--- src/sv/chip8_instruction_execute_macros.svh ---
// Assertion macros shared by the CHIP-8 execute block.
`ifndef CHIP8_INSTRUCTION_EXECUTE_MACROS_SVH
`define CHIP8_INSTRUCTION_EXECUTE_MACROS_SVH

// same-cycle implication, sampled on clk, off during reset
`define C8IE_ASSERT_NOW(lbl, ante, cons, msg) \
	lbl: assert property (@(posedge clk) disable iff (!arst_n) (ante) |-> (cons)) \
		else $error(msg);

// next-cycle implication
`define C8IE_ASSERT_NEXT(lbl, ante, cons, msg) \
	lbl: assert property (@(posedge clk) disable iff (!arst_n) (ante) |=> (cons)) \
		else $error(msg);

`endif

--- src/sv/c8ie_pkg.sv ---
// Shared constants, codes and control structs of the CHIP-8 execute block.
package c8ie_pkg;

	localparam int MEM_DEPTH_DEF     = 4096;
	localparam int SCREEN_WIDTH_DEF  = 64;
	localparam int SCREEN_HEIGHT_DEF = 32;
	localparam int STACK_DEPTH_DEF   = 16;

	localparam logic [11:0] PC_RESET = 12'h200;

	// request modes
	localparam logic [2:0] MD_EXEC = 3'd0;
	localparam logic [2:0] MD_MWR  = 3'd1;
	localparam logic [2:0] MD_MRD  = 3'd2;
	localparam logic [2:0] MD_SCR  = 3'd3;
	localparam logic [2:0] MD_REG  = 3'd4;

	// result status
	localparam logic [1:0] ST_OK    = 2'd0;
	localparam logic [1:0] ST_BAD   = 2'd1;
	localparam logic [1:0] ST_RANGE = 2'd2;
	localparam logic [1:0] ST_STACK = 2'd3;

	// follow-up work after decode
	localparam logic [3:0] C_ONE   = 4'd0;
	localparam logic [3:0] C_FLAG  = 4'd1;
	localparam logic [3:0] C_CLS   = 4'd2;
	localparam logic [3:0] C_DRAW  = 4'd3;
	localparam logic [3:0] C_BCD   = 4'd4;
	localparam logic [3:0] C_STORE = 4'd5;
	localparam logic [3:0] C_LOAD  = 4'd6;
	localparam logic [3:0] C_MRD   = 4'd7;
	localparam logic [3:0] C_SCR   = 4'd8;

	typedef struct packed {
		logic accept;
		logic rd_x;
		logic rd_y;
		logic exec;
		logic wr_res;
		logic clr;
		logic mrd;
		logic dr_mem;
		logic dr_row;
		logic dr_adv;
		logic dr_wr;
		logic dr_flag;
		logic sb_cap;
		logic bcd_wr;
		logic st_wr;
		logic ld_wr;
		logic fin_i;
		logic load_out;
	} cmd_t;

	typedef struct packed {
		logic [3:0] cls;
		logic       fault;
		logic       clr_last;
		logic       dr_empty;
		logic       dr_hit;
		logic       col_last;
		logic       row_last;
		logic       bcd_last;
		logic       copy_last;
		logic       sb_last;
	} sts_t;

endpackage

--- src/sv/c8ie_ctrl.sv ---
// Sequencing state machine of the CHIP-8 execute block.
`include "chip8_instruction_execute_macros.svh"

module c8ie_ctrl (
	input  logic           clk,
	input  logic           arst_n,
	input  logic           in_valid,
	output logic           in_stall,
	output logic           out_valid,
	input  logic           out_stall,
	input  c8ie_pkg::sts_t sts,
	output c8ie_pkg::cmd_t cmd
);

	localparam logic [4:0] S_RCLR  = 5'd0;
	localparam logic [4:0] S_IDLE  = 5'd1;
	localparam logic [4:0] S_RX    = 5'd2;
	localparam logic [4:0] S_RY    = 5'd3;
	localparam logic [4:0] S_DEC   = 5'd4;
	localparam logic [4:0] S_WRX   = 5'd5;
	localparam logic [4:0] S_CLR   = 5'd6;
	localparam logic [4:0] S_MRD   = 5'd7;
	localparam logic [4:0] S_DR_M  = 5'd8;
	localparam logic [4:0] S_DR_B  = 5'd9;
	localparam logic [4:0] S_DR_P  = 5'd10;
	localparam logic [4:0] S_DR_W  = 5'd11;
	localparam logic [4:0] S_DR_F  = 5'd12;
	localparam logic [4:0] S_BCD   = 5'd13;
	localparam logic [4:0] S_ST_RD = 5'd14;
	localparam logic [4:0] S_ST_WR = 5'd15;
	localparam logic [4:0] S_LD_RD = 5'd16;
	localparam logic [4:0] S_LD_WR = 5'd17;
	localparam logic [4:0] S_FIN   = 5'd18;
	localparam logic [4:0] S_SB_R  = 5'd19;
	localparam logic [4:0] S_SB_C  = 5'd20;
	localparam logic [4:0] S_DONE  = 5'd21;

	logic [4:0] state_q, state_nx;
	logic       out_valid_q;
	logic       dr_next_row;
	logic [4:0] dr_after;
	logic       res_held;

	assign in_stall  = (state_q != S_IDLE);
	assign out_valid = out_valid_q;
	assign res_held  = (state_q == S_DONE) && out_valid_q;

	assign dr_next_row = sts.col_last;
	always_comb begin
		if (!dr_next_row)
			dr_after = S_DR_P;
		else if (sts.row_last)
			dr_after = S_DR_F;
		else
			dr_after = S_DR_M;
	end

	always_comb begin
		cmd      = '0;
		state_nx = state_q;
		unique case (state_q)
			S_RCLR: begin
				cmd.clr = 1'b1;
				if (sts.clr_last)
					state_nx = S_IDLE;
			end
			S_IDLE: begin
				if (in_valid) begin
					cmd.accept = 1'b1;
					state_nx   = S_RX;
				end
			end
			S_RX: begin
				cmd.rd_x = 1'b1;
				state_nx = S_RY;
			end
			S_RY: begin
				cmd.rd_y = 1'b1;
				state_nx = S_DEC;
			end
			S_DEC: begin
				cmd.exec = 1'b1;
				if (sts.fault)
					state_nx = S_DONE;
				else begin
					unique case (sts.cls)
						c8ie_pkg::C_FLAG:  state_nx = S_WRX;
						c8ie_pkg::C_CLS:   state_nx = S_CLR;
						c8ie_pkg::C_DRAW:  state_nx = sts.dr_empty ? S_DR_F : S_DR_M;
						c8ie_pkg::C_BCD:   state_nx = S_BCD;
						c8ie_pkg::C_STORE: state_nx = S_ST_RD;
						c8ie_pkg::C_LOAD:  state_nx = S_LD_RD;
						c8ie_pkg::C_MRD:   state_nx = S_MRD;
						c8ie_pkg::C_SCR:   state_nx = S_SB_R;
						default:           state_nx = S_DONE;
					endcase
				end
			end
			S_WRX: begin
				cmd.wr_res = 1'b1;
				state_nx   = S_DONE;
			end
			S_CLR: begin
				cmd.clr = 1'b1;
				if (sts.clr_last)
					state_nx = S_DONE;
			end
			S_MRD: begin
				cmd.mrd  = 1'b1;
				state_nx = S_DONE;
			end
			S_DR_M: begin
				cmd.dr_mem = 1'b1;
				state_nx   = S_DR_B;
			end
			S_DR_B: begin
				cmd.dr_row = 1'b1;
				state_nx   = S_DR_P;
			end
			S_DR_P: begin
				if (sts.dr_hit)
					state_nx = S_DR_W;
				else begin
					cmd.dr_adv = 1'b1;
					state_nx   = dr_after;
				end
			end
			S_DR_W: begin
				cmd.dr_wr  = 1'b1;
				cmd.dr_adv = 1'b1;
				state_nx   = dr_after;
			end
			S_DR_F: begin
				cmd.dr_flag = 1'b1;
				state_nx    = S_DONE;
			end
			S_BCD: begin
				cmd.bcd_wr = 1'b1;
				if (sts.bcd_last)
					state_nx = S_DONE;
			end
			S_ST_RD: state_nx = S_ST_WR;
			S_ST_WR: begin
				cmd.st_wr = 1'b1;
				state_nx  = sts.copy_last ? S_FIN : S_ST_RD;
			end
			S_LD_RD: state_nx = S_LD_WR;
			S_LD_WR: begin
				cmd.ld_wr = 1'b1;
				state_nx  = sts.copy_last ? S_FIN : S_LD_RD;
			end
			S_FIN: begin
				cmd.fin_i = 1'b1;
				state_nx  = S_DONE;
			end
			S_SB_R: state_nx = S_SB_C;
			S_SB_C: begin
				cmd.sb_cap = 1'b1;
				if (sts.sb_last)
					state_nx = S_DONE;
				else
					state_nx = S_SB_R;
			end
			S_DONE: begin
				if (!out_valid_q || !out_stall) begin
					cmd.load_out = 1'b1;
					state_nx     = S_IDLE;
				end
			end
			default: state_nx = S_IDLE;
		endcase
	end

	always_ff @(posedge clk or negedge arst_n) begin
		if (!arst_n) begin
			state_q     <= S_RCLR;
			out_valid_q <= 1'b0;
		end else begin
			state_q <= state_nx;
			if (cmd.load_out)
				out_valid_q <= 1'b1;
			else if (!out_stall)
				out_valid_q <= 1'b0;
		end
	end

	`C8IE_ASSERT_NEXT(a_accept_reads, in_valid && !in_stall, state_q == S_RX, "no read after accept")
	`C8IE_ASSERT_NEXT(a_fault_done, state_q == S_DEC && sts.fault, state_q == S_DONE, "fault not done")
	`C8IE_ASSERT_NEXT(a_no_overwrite, res_held && out_stall, res_held, "pending result overwritten")

endmodule

--- config.mk ---
export PLATFORM = sky130hd
export DESIGN_NAME = c8ie_ctrl
export DESIGN_NICKNAME = d
export VERILOG_FILES = /design/src/sv/c8ie_pkg.sv /design/src/sv/c8ie_ctrl.sv
export VERILOG_INCLUDE_DIRS = /design/src /design/src/sv
export SDC_FILE = /design/constraint.sdc
export NUM_CORES = 1
export LEC_CHECK = 0
export ABC_AREA = 1
export BUFFER_PORTS_ARGS = -buffer_cell sky130_fd_sc_hd__buf_2
export CAP_MARGIN = 10
export CORE_ASPECT_RATIO = 0.75
export CORE_MARGIN = 8
export CORE_UTILIZATION = 43
export CTS_CLUSTER_DIAMETER = 150
export DETAILED_ROUTE_END_ITERATION = 7
export PLACE_DENSITY = 0.75
export SYNTH_ARGS = -nofsm -noshare
export SYNTH_HDL_FRONTEND = slang
export SYNTH_SLANG_ARGS = --single-unit
--- constraint.sdc ---
create_clock -name clk -period 1.3 [get_ports clk]
set_input_delay 0.195 -clock clk [delete_from_list [all_inputs] [get_ports clk]]
set_output_delay 0.195 -clock clk [all_outputs]
set_load 0.05 [all_outputs]
==> results.py, run 1 <==
metrics = {
    "placed_design": {
        "gp_congestion": 0.885,
        "numPortBuffers": 36,
        "hpwlAfterDp_um": 3060,
    },
    "logic_synthesis": {
        "avgSynthCellArea_sq_um": 5.00,
        "syn_area_sq_um": 925,
        "synth-seq-cells": 6,
        "netlist_instances": 185,
        "synth_most_common_cell": "nand2_1",
        "syn-num-nets": 202,
        "yosysTopAreaCell": "nand2_1",
        "synth_ff_type": "dfrtp_1",
        "async_flop_share_pct": 100,
        "synth_edf_count": 0,
        "ys_seq_area_share_pct": 16.2,
        "synth_area_leaders": "nand2_1 (22%), dfrtp_1 (16%), nor2_1 (16%)",
        "synth_top_area_share_pct": 22.3,
        "yosys_warnings": 0,
        "synth.distinct_cells": 22,
        "synthTopCellsByCount": "nand2_1 (55), nor2_1 (40), inv_1 (27), nand3_1 (18), inv_2 (9)",
    },
    "cts": {
        "cts_root_buffer": "clkbuf_4",
        "h-tree-depth": 1,
        "numCtsBuffers": 3,
        "clkSinkCount": 6,
        "clockBufferDepth": 2,
    },
    "die": {
        "initial_core_util_pct": 45.9,
        "num_io_pins": 37,
        "die_height_um": 56.2,
        "rows": 14,
        "fp.dieW_um": 69.5,
    },
    "status": {
        "status": "aborted with a tool error",
        "failed_stage": "5_1_grt",
        "tool.error": "[ERROR DPL-0038] Utilization greater than 100%, impossible to legalize",
    },
    "sta": {
        "worst_endpoint": "state_q[0]$_DFFE_PN0P_/D",
        "endpoint_type": "register input",
    },
    "global_route": {
        "grt_max_degree": 8,
    },
}
-- logic make-up after synthesis --
| kind of cell | count (synthesis) | share of synthesized area [%] |
|---|---|---|
| compound gates | 12 | 6.90 |
| buf+inv | 38 | 15.6 |
| flops | 6 | 16.2 |
| simple gates | 129 | 61.3 |
-- through the flow --
step / hold slack, ns / instance area [sq um] / setup WS (ns) / utilization (%) / instances
after global placement: 0.0210 / 1450 / -0.316 / 72.1 / 268
after CTS: 0.158 / 1830 / -0.323 / 90.8 / 286
after floorplan: -0.101 / 1070 / -0.271 / - / 185
after detailed placement: 0.0245 / 1450 / -0.348 / 72.1 / 268
-- repair_timing --
item	in CTS
endpoints found under the setup margin	24
setup buffers	13
pin swaps	9
gates resized for setup	78
gates cloned	0
hold buffers	1
endpoints found under the hold margin	6
==> run 2, diff against run 1 <==
--- a/config.mk
+++ b/config.mk
@@ -9,12 +9,10 @@
 export ABC_AREA = 1
 export BUFFER_PORTS_ARGS = -buffer_cell sky130_fd_sc_hd__buf_2
 export CAP_MARGIN = 10
-export CORE_ASPECT_RATIO = 0.75
-export CORE_MARGIN = 8
-export CORE_UTILIZATION = 43
-export CTS_CLUSTER_DIAMETER = 150
+export CORE_AREA = 8 8 69 71
 export DETAILED_ROUTE_END_ITERATION = 7
-export PLACE_DENSITY = 0.75
+export DIE_AREA = 0 0 77 79
+export PLACE_DENSITY_LB_ADDON = 0.15
 export SYNTH_ARGS = -nofsm -noshare
 export SYNTH_HDL_FRONTEND = slang
 export SYNTH_SLANG_ARGS = --single-unit
==> constraint.sdc (replaced) <==
create_clock -name clk -period 1.69 [get_ports clk]
set_input_delay 0.2535 -clock clk [delete_from_list [all_inputs] [get_ports clk]]
set_output_delay 0.2535 -clock clk [all_outputs]
set_load 0.05 [all_outputs]
==> run 2 against run 1 <==
  * Synthesized cell count stayed put
  * The run now ends clean
  * Synthesized area unchanged
==> results.py, run 2 <==
metrics = {
    "cts": {
        "cts_root_buffer": "clkbuf_8",
        "cts_tree": "done",
        "clock_latency_ns": 0.22,
        "h-tree-depth": 1,
        "numCtsBuffers": 3,
        "clk_pin_slew_worst_paths_ns": 0.04,
        "clkSinkCount": 6,
        "clockBufferDepth": 2,
    },
    "placed_design": {
        "post_dp_cell_area_sq_mm": 0.00122,
        "numPortBuffers": 36,
        "hpwlAfterDp_um": 2730,
        "gp_congestion": 0.825,
    },
    "worst_setup_path": {
        "end_kind": "output pin",
        "path_cells": "inv_4 -> nand3_2 -> buf_4 -> nor2_4 -> inv_2 -> o21ai_2 -> buf_6",
        "arrival_ns": 1.38,
        "cp_slowest_cell": "dfrtp_2",
        "cp.required_ns": 1.44,
        "path_max_fanout": 5,
        "worstReg2RegStart": "state_q[4]",
        "timing.rr.end": "state_q[0]",
        "critical_path_class": "reg2out",
        "r2r_cells": 11,
        "reg2reg_slack_ns": 0.16,
        "startpoint": "state_q[2]",
        "critPathMaxStageDelay_ns": 0.46,
        "worst_setup_path_start_kind": "flop",
    },
    "die": {
        "fp.dieW_um": 77,
        "die-area_sq_mm": 0.00608,
        "initial_core_util_pct": 24.3,
        "rows": 23,
        "fp.coreArea_sq_mm": 0.00380,
        "die_height_um": 79,
        "num_io_pins": 37,
    },
    "drt": {
        "firstDrtPassIters": 4,
        "ant_nets": 0,
        "route.detailed.drc": 0,
        "drt_iter0_drc": 67,
        "drt_wl_total_um": 3240,
        "wl_per_cell_um": 11.5,
        "vias": 1221,
        "via_per_inst": 4.35,
    },
    "logic_synthesis": {
        "synth_area_leaders": "nand2_1 (22%), dfrtp_1 (16%), nor2_1 (16%)",
        "syn_area_sq_um": 925,
        "netlist_instances": 185,
        "syn-num-nets": 202,
        "synth_ff_type": "dfrtp_1",
        "synth_most_common_cell": "nand2_1",
        "synthTopCellsByCount": "nand2_1 (55), nor2_1 (40), inv_1 (27), nand3_1 (18), inv_2 (9)",
        "synth_edf_count": 0,
        "avgSynthCellArea_sq_um": 5.00,
        "synth.distinct_cells": 22,
        "synth-seq-cells": 6,
        "async_flop_share_pct": 100,
        "yosys_warnings": 0,
        "synth_top_area_share_pct": 22.3,
        "ys_seq_area_share_pct": 16.2,
        "yosysTopAreaCell": "nand2_1",
    },
    "cells_and_area": {
        "postLayoutCellArea_sq_mm": 0.00144,
        "nNetsFinal": 250,
        "syn_to_final_growth_pct": 55.9,
        "layout-drive-gt1-share_pct": 40.7,
        "largest-register": "state_q",
        "largest_reg_flops": 5,
        "n_antenna_cell": 0,
        "final_cell_mix": "nand2_1 (48), nor2_1 (32), inv_1 (24)",
        "final_common_cell": "nand2_1",
    },
    "sta": {
        "max-slew-margin-rel_pct": 77.8,
        "finalSetupViolCount": 0,
        "rsz0062_at_grt": "yes",
        "period_minus_slack_ns": 1.64,
        "drv_slew": 0,
        "clock_skew_ns": 0.00184,
        "finalHoldViolCount": 0,
        "worst_slew_pin_slew_ns": 0.331,
        "fmax_mhz": 611,
        "fin_crit_sh_pct": 96.8,
    },
    "min_path": {
        "holdPathEnd": "state_q[1]",
        "hold_start": "sts[7]",
        "hold_depth": 2,
        "hp-class": "in2reg",
    },
    "pwr": {
        "p_int_uw": 927,
        "power_mw": 2.19,
        "power_density_mw_per_mm2": 1520,
        "swShare_pct": 57.8,
        "power_frac_seq_pct": 14.6,
        "p_clk_share_pct": 9.5,
        "p_sw_mw": 1.27,
        "p_comb_share_pct": 75.9,
        "peakVddDrop_mv": 0.373,
        "power.leakage_nw": 0.861,
    },
    "global_route": {
        "grt.total_usage_pct": 10.2,
        "grt_pass1_vias": 1199,
        "grt_first_pass_wirelength_um": 5240,
        "overflow": 0,
        "grt_max_degree": 8,
        "antenna_found_initial": 0,
    },
    "flow_run": {
        "maxCapViolCount": 0,
    },
    "status": {
        "status": "finished clean",
    },
}
run 2: cell counts after synthesis:
Identical to the previous run, type by type.
run 2: through the flow:
| step | hold WS (ns) | setup TNS [ns] | util, % | instances | setup slack (ns) |
|---|---|---|---|---|---|
| after floorplan | -0.0421 | -0.0834 | - | 185 | -0.0834 |
| after global placement | 0.0845 | 0 | 32.1 | 273 | 0.0856 |
| after detailed placement | 0.0820 | 0 | 32.1 | 273 | 0.0719 |
| after CTS | 0.241 | 0 | 35.4 | 279 | 0.00249 |
| after global routing | 0.243 | -0.271 | 37.9 | 281 | -0.0605 |
| final | 0.237 | 0 | 37.9 | 281 | 0.0538 |
run 2: cell type report:
type | instances | area (sq um)
Inverter | 37 | 149
Multi-Input combinational cell | 141 | 724
Fill cell | 452 | 2360
Tap cell | 50 | 62.6
Sequential cell | 6 | 156
Timing Repair Buffer | 44 | 308
Clock buffer | 3 | 41.3
run 2: cell families after synthesis:
kind of cell,share of synthesized area (%)
simple gates,61.3
buf+inv,15.6
compound gates,6.90
flops,16.2
run 2: power groups by stage:
stage,Sequential [mW],Clock (mW),Combinational [mW]
2_1_floorplan,0.276,0,1.06
3_3_place_gp,0.281,0,1.42
3_5_place_dp,0.282,0,1.40
4_1_cts,0.293,0.210,1.52
5_1_grt,0.329,0.224,1.83
6_report,0.320,0.208,1.67
run 2: repair_timing:
| item | CTS | global route |
|---|---|---|
| resized for setup | 22 | 34 |
| setup endpoints to repair | 11 | 17 |
| pin swaps | 1 | 3 |
| hold buffers | 1 | 0 |
| setup buffers | 2 | 2 |
| endpoints found under the hold margin | 6 | 0 |
run 2: per-layer routing:
metal / track usage, % / vias up / share of wire, %
met5: 0 / - / 0
met4: 2.83 / 0 / 0.52
met3: 1.92 / 2 / 4.0
met2: 18.8 / 26 / 52
met1: 11.7 / 536 / 43
li1: - / 657 / -
run 2: worst max-delay path by stage:
stage | endpoint | slack [ns]
floorplan | state_q[2] | -0.08
global placement | cmd[5] | 0.09
detailed placement | cmd[12] | 0.07
CTS | cmd[8] | 0.002
global route | cmd[0] | -0.06
finish | cmd[8] | 0.05
run 2: critical path: cells and delay by family, from the launching register on:
family / cells / cell delay, ns
compound gates: 1 / 0.07
buf+inv: 4 / 0.48
simple gates: 2 / 0.17
flops: 1 / 0.46
Note: power is estimated with default switching activity, not from simulation.
==> run 3, diff against run 2 <==
==> constraint.sdc (replaced) <==
create_clock -name clk -period 2 [get_ports clk]
set_input_delay 0.3 -clock clk [delete_from_list [all_inputs] [get_ports clk]]
set_output_delay 0.3 -clock clk [all_outputs]
set_load 0.05 [all_outputs]
==> run 3 against run 2 <==
  * Combinational power is 33% lower
  * Largest power group unchanged
  * Clock-buffer cell count stayed put
  * Via count is 4.0% lower
  * First-iteration DRC count is 42% higher
  * Worst setup slack better by 0.082 ns
  * Critical endpoint unchanged
  * Sequential power is 24% lower
  * Die area stayed put
  * Cell count is 2.5% lower
  * Clock skew hardly changed
  * Global-route usage is 0.099 points higher
==> results.py, run 3 (same netlist as run 2, synthesis figures left out) <==
metrics = {
    "status": {
        "status": "finished clean",
    },
    "worst_setup_path": {
        "path_max_fanout": 8,
        "critPathMaxStageDelay_ns": 0.46,
        "arrival_ns": 1.56,
        "cp.required_ns": 1.70,
        "path_cells": "inv_2 -> nand3_1 -> inv_1 -> nand2_1 -> o21ai_2 -> clkbuf_4",
        "critical_path_class": "reg2out",
        "worst_setup_path_start_kind": "flop",
        "cp_slowest_cell": "dfrtp_1",
        "end_kind": "output pin",
    },
    "pwr": {
        "power.leakage_nw": 0.821,
        "p_clk_share_pct": 11.8,
        "peakVddDrop_mv": 0.646,
        "swShare_pct": 60.5,
        "p_sw_uw": 937,
        "p_comb_share_pct": 72.6,
        "p_int_uw": 611,
        "power_density_mw_per_mm2": 1260,
        "power_frac_seq_pct": 15.6,
    },
    "drt": {
        "via_per_inst": 4.28,
        "firstDrtPassIters": 4,
        "vias": 1172,
        "drt_iter0_drc": 95,
        "route.met3.wl_um": 112,
        "wl_per_cell_um": 11.0,
        "route.detailed.drc": 0,
        "highest_layer": "met4",
        "wl_met2_um": 1370,
        "ant_nets": 0,
        "drt_wl_total_um": 3020,
        "wl_met1_um": 1510,
    },
    "cells_and_area": {
        "largest-register": "state_q",
        "multi_input_area_sq_um": 642,
        "final_common_cell": "nand2_1",
        "nNetsFinal": 243,
        "largest_reg_flops": 5,
        "syn_to_final_growth_pct": 33.3,
        "n_antenna_cell": 0,
        "nFillCells": 466,
        "final_cell_mix": "nand2_1 (55), nor2_1 (37), buf_2 (33)",
        "final-seq-area_sq_um": 150,
        "layout-drive-gt1-share_pct": 28.1,
        "utilization_pct": 32.4,
    },
    "flow_run": {
        "maxCapViolCount": 0,
    },
    "die": {
        "die_height_um": 79,
        "fp.coreArea_sq_mm": 0.00380,
        "rows": 23,
        "initial_core_util_pct": 24.3,
        "die-area_sq_mm": 0.00608,
        "num_io_pins": 37,
        "fp.dieW_um": 77,
    },
    "sta": {
        "rsz0062_at_grt": "no",
        "setup_tns_ns": 0,
        "fmax_mhz": 536,
        "finalSetupViolCount": 0,
        "period_minus_slack_ns": 1.86,
        "finalHoldViolCount": 0,
        "max-slew-margin-rel_pct": 79.9,
        "drv_slew": 0,
        "worst_slew_pin_slew_ns": 0.299,
        "fin_crit_sh_pct": 93.2,
        "clock_skew_ns": 0.00221,
    },
    "placed_design": {
        "hpwlAfterDp_um": 2630,
        "gp_congestion": 0.844,
        "numPortBuffers": 36,
    },
    "global_route": {
        "antenna_found_initial": 0,
        "overflow": 0,
        "grt.total_usage_pct": 10.3,
        "grt_pass1_vias": 1215,
        "grt_max_degree": 9,
        "grt_first_pass_wirelength_um": 5260,
    },
    "cts": {
        "numCtsBuffers": 3,
        "h-tree-depth": 1,
        "cts_tree": "done",
        "clock_latency_ns": 0.22,
        "clkSinkCount": 6,
        "clockBufferDepth": 2,
        "cts_root_buffer": "clkbuf_8",
        "clk_pin_slew_worst_paths_ns": 0.04,
    },
    "min_path": {
        "hp-class": "in2reg",
    },
}
==> run 3: cell count changes in the layout (fill, tap and decap cells not counted), moves of 6 or more <==
cell,change
buf_4,-11
nand2_2,-6
buf_2,+11
nor2_4,-6
buf_6,-8
nand2_1,+7
==> run 3: stage by stage <==
| step | cells | total power, mW | hold WS [ns] | cell area (sq um) | worst slack [ns] |
|---|---|---|---|---|---|
| global route | 274 | 1.72 | 0.290 | 1230 | 0.00420 |
| detailed placement | 270 | 1.36 | 0.131 | 1170 | 0.347 |
| floorplan | 185 | 1.10 | 0.00441 | 933 | 0.0452 |
| global placement | 270 | 1.38 | 0.131 | 1170 | 0.338 |
| CTS | 274 | 1.55 | 0.278 | 1220 | 0.108 |
| finish | 274 | 1.55 | 0.284 | 1230 | 0.135 |
==> run 3: final timing paths <==
| check | to | slack, ns | from | cells past startpoint |
|---|---|---|---|---|
| max in group asynchronous | state_q[2] | 1.42 | arst_n | 2 |
| hold reg to reg | out_valid | 0.52 | out_valid | 2 |
| min in group asynchronous | out_valid | 0.44 | arst_n | 2 |
| setup / recovery | cmd[8] | 0.14 | state_q[4] | 6 |
| hold / removal | state_q[1] | 0.28 | sts[7] | 2 |
| setup reg to reg | state_q[0] | 0.41 | state_q[4] | 12 |
==> run 3: routing by layer <==
metal	vias to the layer above	track usage, %
li1	643	-
met1	495	13.5
met2	29	16.9
met3	5	1.47
met4	0	3.40
met5	-	0
==> run 3: critical path: cells and delay by family, from the launching register on <==
| kind | cells | cell delay [ns] |
|---|---|---|
| flops | 1 | 0.46 |
| compound gates | 1 | 0.14 |
| simple gates | 2 | 0.23 |
| buf+inv | 3 | 0.51 |
==> run 3: power groups by stage <==
| stage | Combinational, mW | Sequential [mW] | Clock, mW |
|---|---|---|---|
| floorplan | 0.868 | 0.232 | 0 |
| global placement | 1.14 | 0.242 | 0 |
| detailed placement | 1.12 | 0.239 | 0 |
| CTS | 1.13 | 0.238 | 0.183 |
| global route | 1.28 | 0.252 | 0.193 |
| finish | 1.12 | 0.242 | 0.182 |
==> run 3: area by class of cell <==
cell class	instances	area share [%]
timing repair buffer	37	16.0
multi-input combinational	141	52.1
clock buffer	3	3.35
sequential	6	12.2
tap	50	5.08
inverter	37	11.3
==> run 3: what timing repair did <==
item	CTS	global route
hold buffers	1	0
buffers inserted	0	0
setup endpoints to repair	0	3
resized for setup	0	4
endpoints found under the hold margin	6	0
==> run 4, diff against run 3 <==
--- a/config.mk
+++ b/config.mk
@@ -13,6 +13,7 @@
 export DETAILED_ROUTE_END_ITERATION = 7
 export DIE_AREA = 0 0 77 79
 export PLACE_DENSITY_LB_ADDON = 0.15
+export RECOVER_POWER = 100
 export SYNTH_ARGS = -nofsm -noshare
 export SYNTH_HDL_FRONTEND = slang
 export SYNTH_SLANG_ARGS = --single-unit
==> run 4 against run 3 <==
  * Power down 1.1%
  * Fmax about the same
  * Routed wire length up 0.56%
  * Die area unchanged
  * Hold slack better by 0.0019 ns
  * Non-clock buffer count unchanged
  * Clock skew about the same
  * Clock-buffer cell count unchanged
  * Final area down 0.71%
  * Via count up 0.43%
  * Flip-flop and latch count unchanged
  * Sequential power about the same
  * Critical path type unchanged
  * Largest cell class unchanged
==> results.py, run 4 (same netlist as run 2, synthesis figures left out) <==
metrics = {
    "cts": {
        "h-tree-depth": 1,
        "numCtsBuffers": 3,
        "cts_root_buffer": "clkbuf_8",
        "post_cts_buffers": 0,
        "clkSinkCount": 6,
        "clock_latency_ns": 0.22,
        "clockBufferDepth": 2,
        "cts_tree": "done",
        "clk_pin_slew_worst_paths_ns": 0.04,
    },
    "worst_setup_path": {
        "cp-endpoint": "cmd[8]",
        "startpoint": "state_q[4]",
        "cp.required_ns": 1.70,
        "arrival_ns": 1.57,
        "end_kind": "output pin",
        "reg2reg_slack_ns": 0.40,
        "critical_path_class": "reg2out",
        "r2r_cells": 8,
        "path_max_fanout": 8,
        "worstReg2RegStart": "state_q[4]",
        "timing.rr.end": "state_q[2]",
        "worst_setup_path_start_kind": "flop",
    },
    "global_route": {
        "grt_max_degree": 9,
        "grt_pass1_vias": 1215,
        "grt.total_usage_pct": 10.3,
        "overflow": 0,
        "grt_first_pass_wirelength_um": 5260,
        "antenna_found_initial": 0,
    },
    "sta": {
        "clock_skew_ns": 0.00221,
        "max-slew-margin-rel_pct": 60.2,
        "setup_tns_ns": 0,
        "worst_slew_pin_slew_ns": 0.600,
        "fin_crit_sh_pct": 93.3,
        "period_minus_slack_ns": 1.87,
        "drv_slew": 0,
        "rsz0062_at_grt": "no",
        "fmax_mhz": 536,
        "finalHoldViolCount": 0,
        "finalSetupViolCount": 0,
    },
    "die": {
        "num_io_pins": 37,
        "rows": 23,
        "die-area_sq_mm": 0.00608,
        "fp.coreArea_sq_mm": 0.00380,
        "initial_core_util_pct": 24.3,
        "die_height_um": 79,
        "fp.dieW_um": 77,
    },
    "status": {
        "status": "finished clean",
    },
    "cells_and_area": {
        "n_antenna_cell": 0,
        "final_cell_mix": "nand2_1 (55), nor2_1 (37), inv_1 (27)",
        "utilization_pct": 32.2,
        "largest-register": "state_q",
        "layout-drive-gt1-share_pct": 26.8,
        "syn_to_final_growth_pct": 32.3,
        "final_common_cell": "nand2_1",
        "largest_reg_flops": 5,
        "multi_input_area_sq_um": 638,
        "nNetsFinal": 243,
        "nFillCells": 470,
        "final-seq-area_sq_um": 150,
    },
    "drt": {
        "firstDrtPassIters": 4,
        "via_per_inst": 4.30,
        "wl_per_cell_um": 11.1,
        "ant_nets": 0,
        "drt_wl_total_um": 3040,
        "vias": 1177,
        "drt_iter0_drc": 97,
        "route.detailed.drc": 0,
    },
    "min_path": {
        "hp-class": "in2reg",
    },
    "flow_run": {
        "maxCapViolCount": 0,
    },
    "placed_design": {
        "numPortBuffers": 36,
        "hpwlAfterDp_um": 2630,
        "gp_congestion": 0.844,
    },
    "pwr": {
        "power.leakage_nw": 0.801,
        "power_density_mw_per_mm2": 1250,
        "peakVddDrop_mv": 0.633,
        "power_mw": 1.53,
    },
}
## run 4: cell count changes in the layout (fill, tap and decap cells not counted), sizes merged
cell,previous run,this run
clkbuf,6,21
buf,33,18
## run 4: critical path, stage by stage (launching register included)
cell and delay, ns:
dfrtp_1 0.46, inv_2 0.14, nand3_1 0.12, inv_1 0.13
nand2_1 0.11, o21ai_2 0.14, clkbuf_4 0.24
## run 4: where the power goes
part	total, mW	switching, mW	internal, mW
registers	0.241	0.0699	0.171
logic	1.11	0.811	0.297
clock network	0.182	0.0529	0.129
## run 4: timing repair
item / 4_1_cts / 5_1_grt
setup endpoints to repair: 0 / 3
hold buffers: 1 / 0
endpoints found under the hold margin: 6 / 0
resized for setup: 0 / 4
## run 4: worst min-delay path by stage
stage	endpoint	cells after the start	start	slack (ns)
CTS	state_q[1]	2	sts[7]	0.28
finish	state_q[1]	2	sts[7]	0.29
floorplan	out_valid	0	arst_n	0.004
detailed placement	out_valid	1	arst_n	0.13
global placement	out_valid	1	arst_n	0.13
global route	state_q[1]	2	sts[7]	0.29
## run 4: final cells by class
type | count | share of cell area, %
clock buffer | 3 | 3.37
tap | 50 | 5.11
sequential | 6 | 12.3
timing repair buffer | 37 | 15.7
multi-input combinational | 141 | 52.1
inverter | 37 | 11.3
## run 4: routing by layer
layer | wire length [um] | part of all wire [%] | vias up | GRT usage, %
met3 | 108 | 3.6 | 5 | 1.47
met2 | 1380 | 45 | 30 | 16.9
met4 | 31 | 1.0 | 0 | 3.40
met1 | 1520 | 50 | 500 | 13.5
li1 | - | - | 642 | -
met5 | 0 | 0 | - | 0
## run 4: stage by stage
step | hold WS, ns | instances | setup slack (ns) | area [sq um]
5_1_grt | 0.290 | 274 | 0.00420 | 1220
3_5_place_dp | 0.131 | 270 | 0.347 | 1170
6_report | 0.286 | 274 | 0.134 | 1220
4_1_cts | 0.278 | 274 | 0.108 | 1220
2_1_floorplan | 0.00441 | 185 | 0.0452 | 933
3_3_place_gp | 0.131 | 270 | 0.338 | 1170
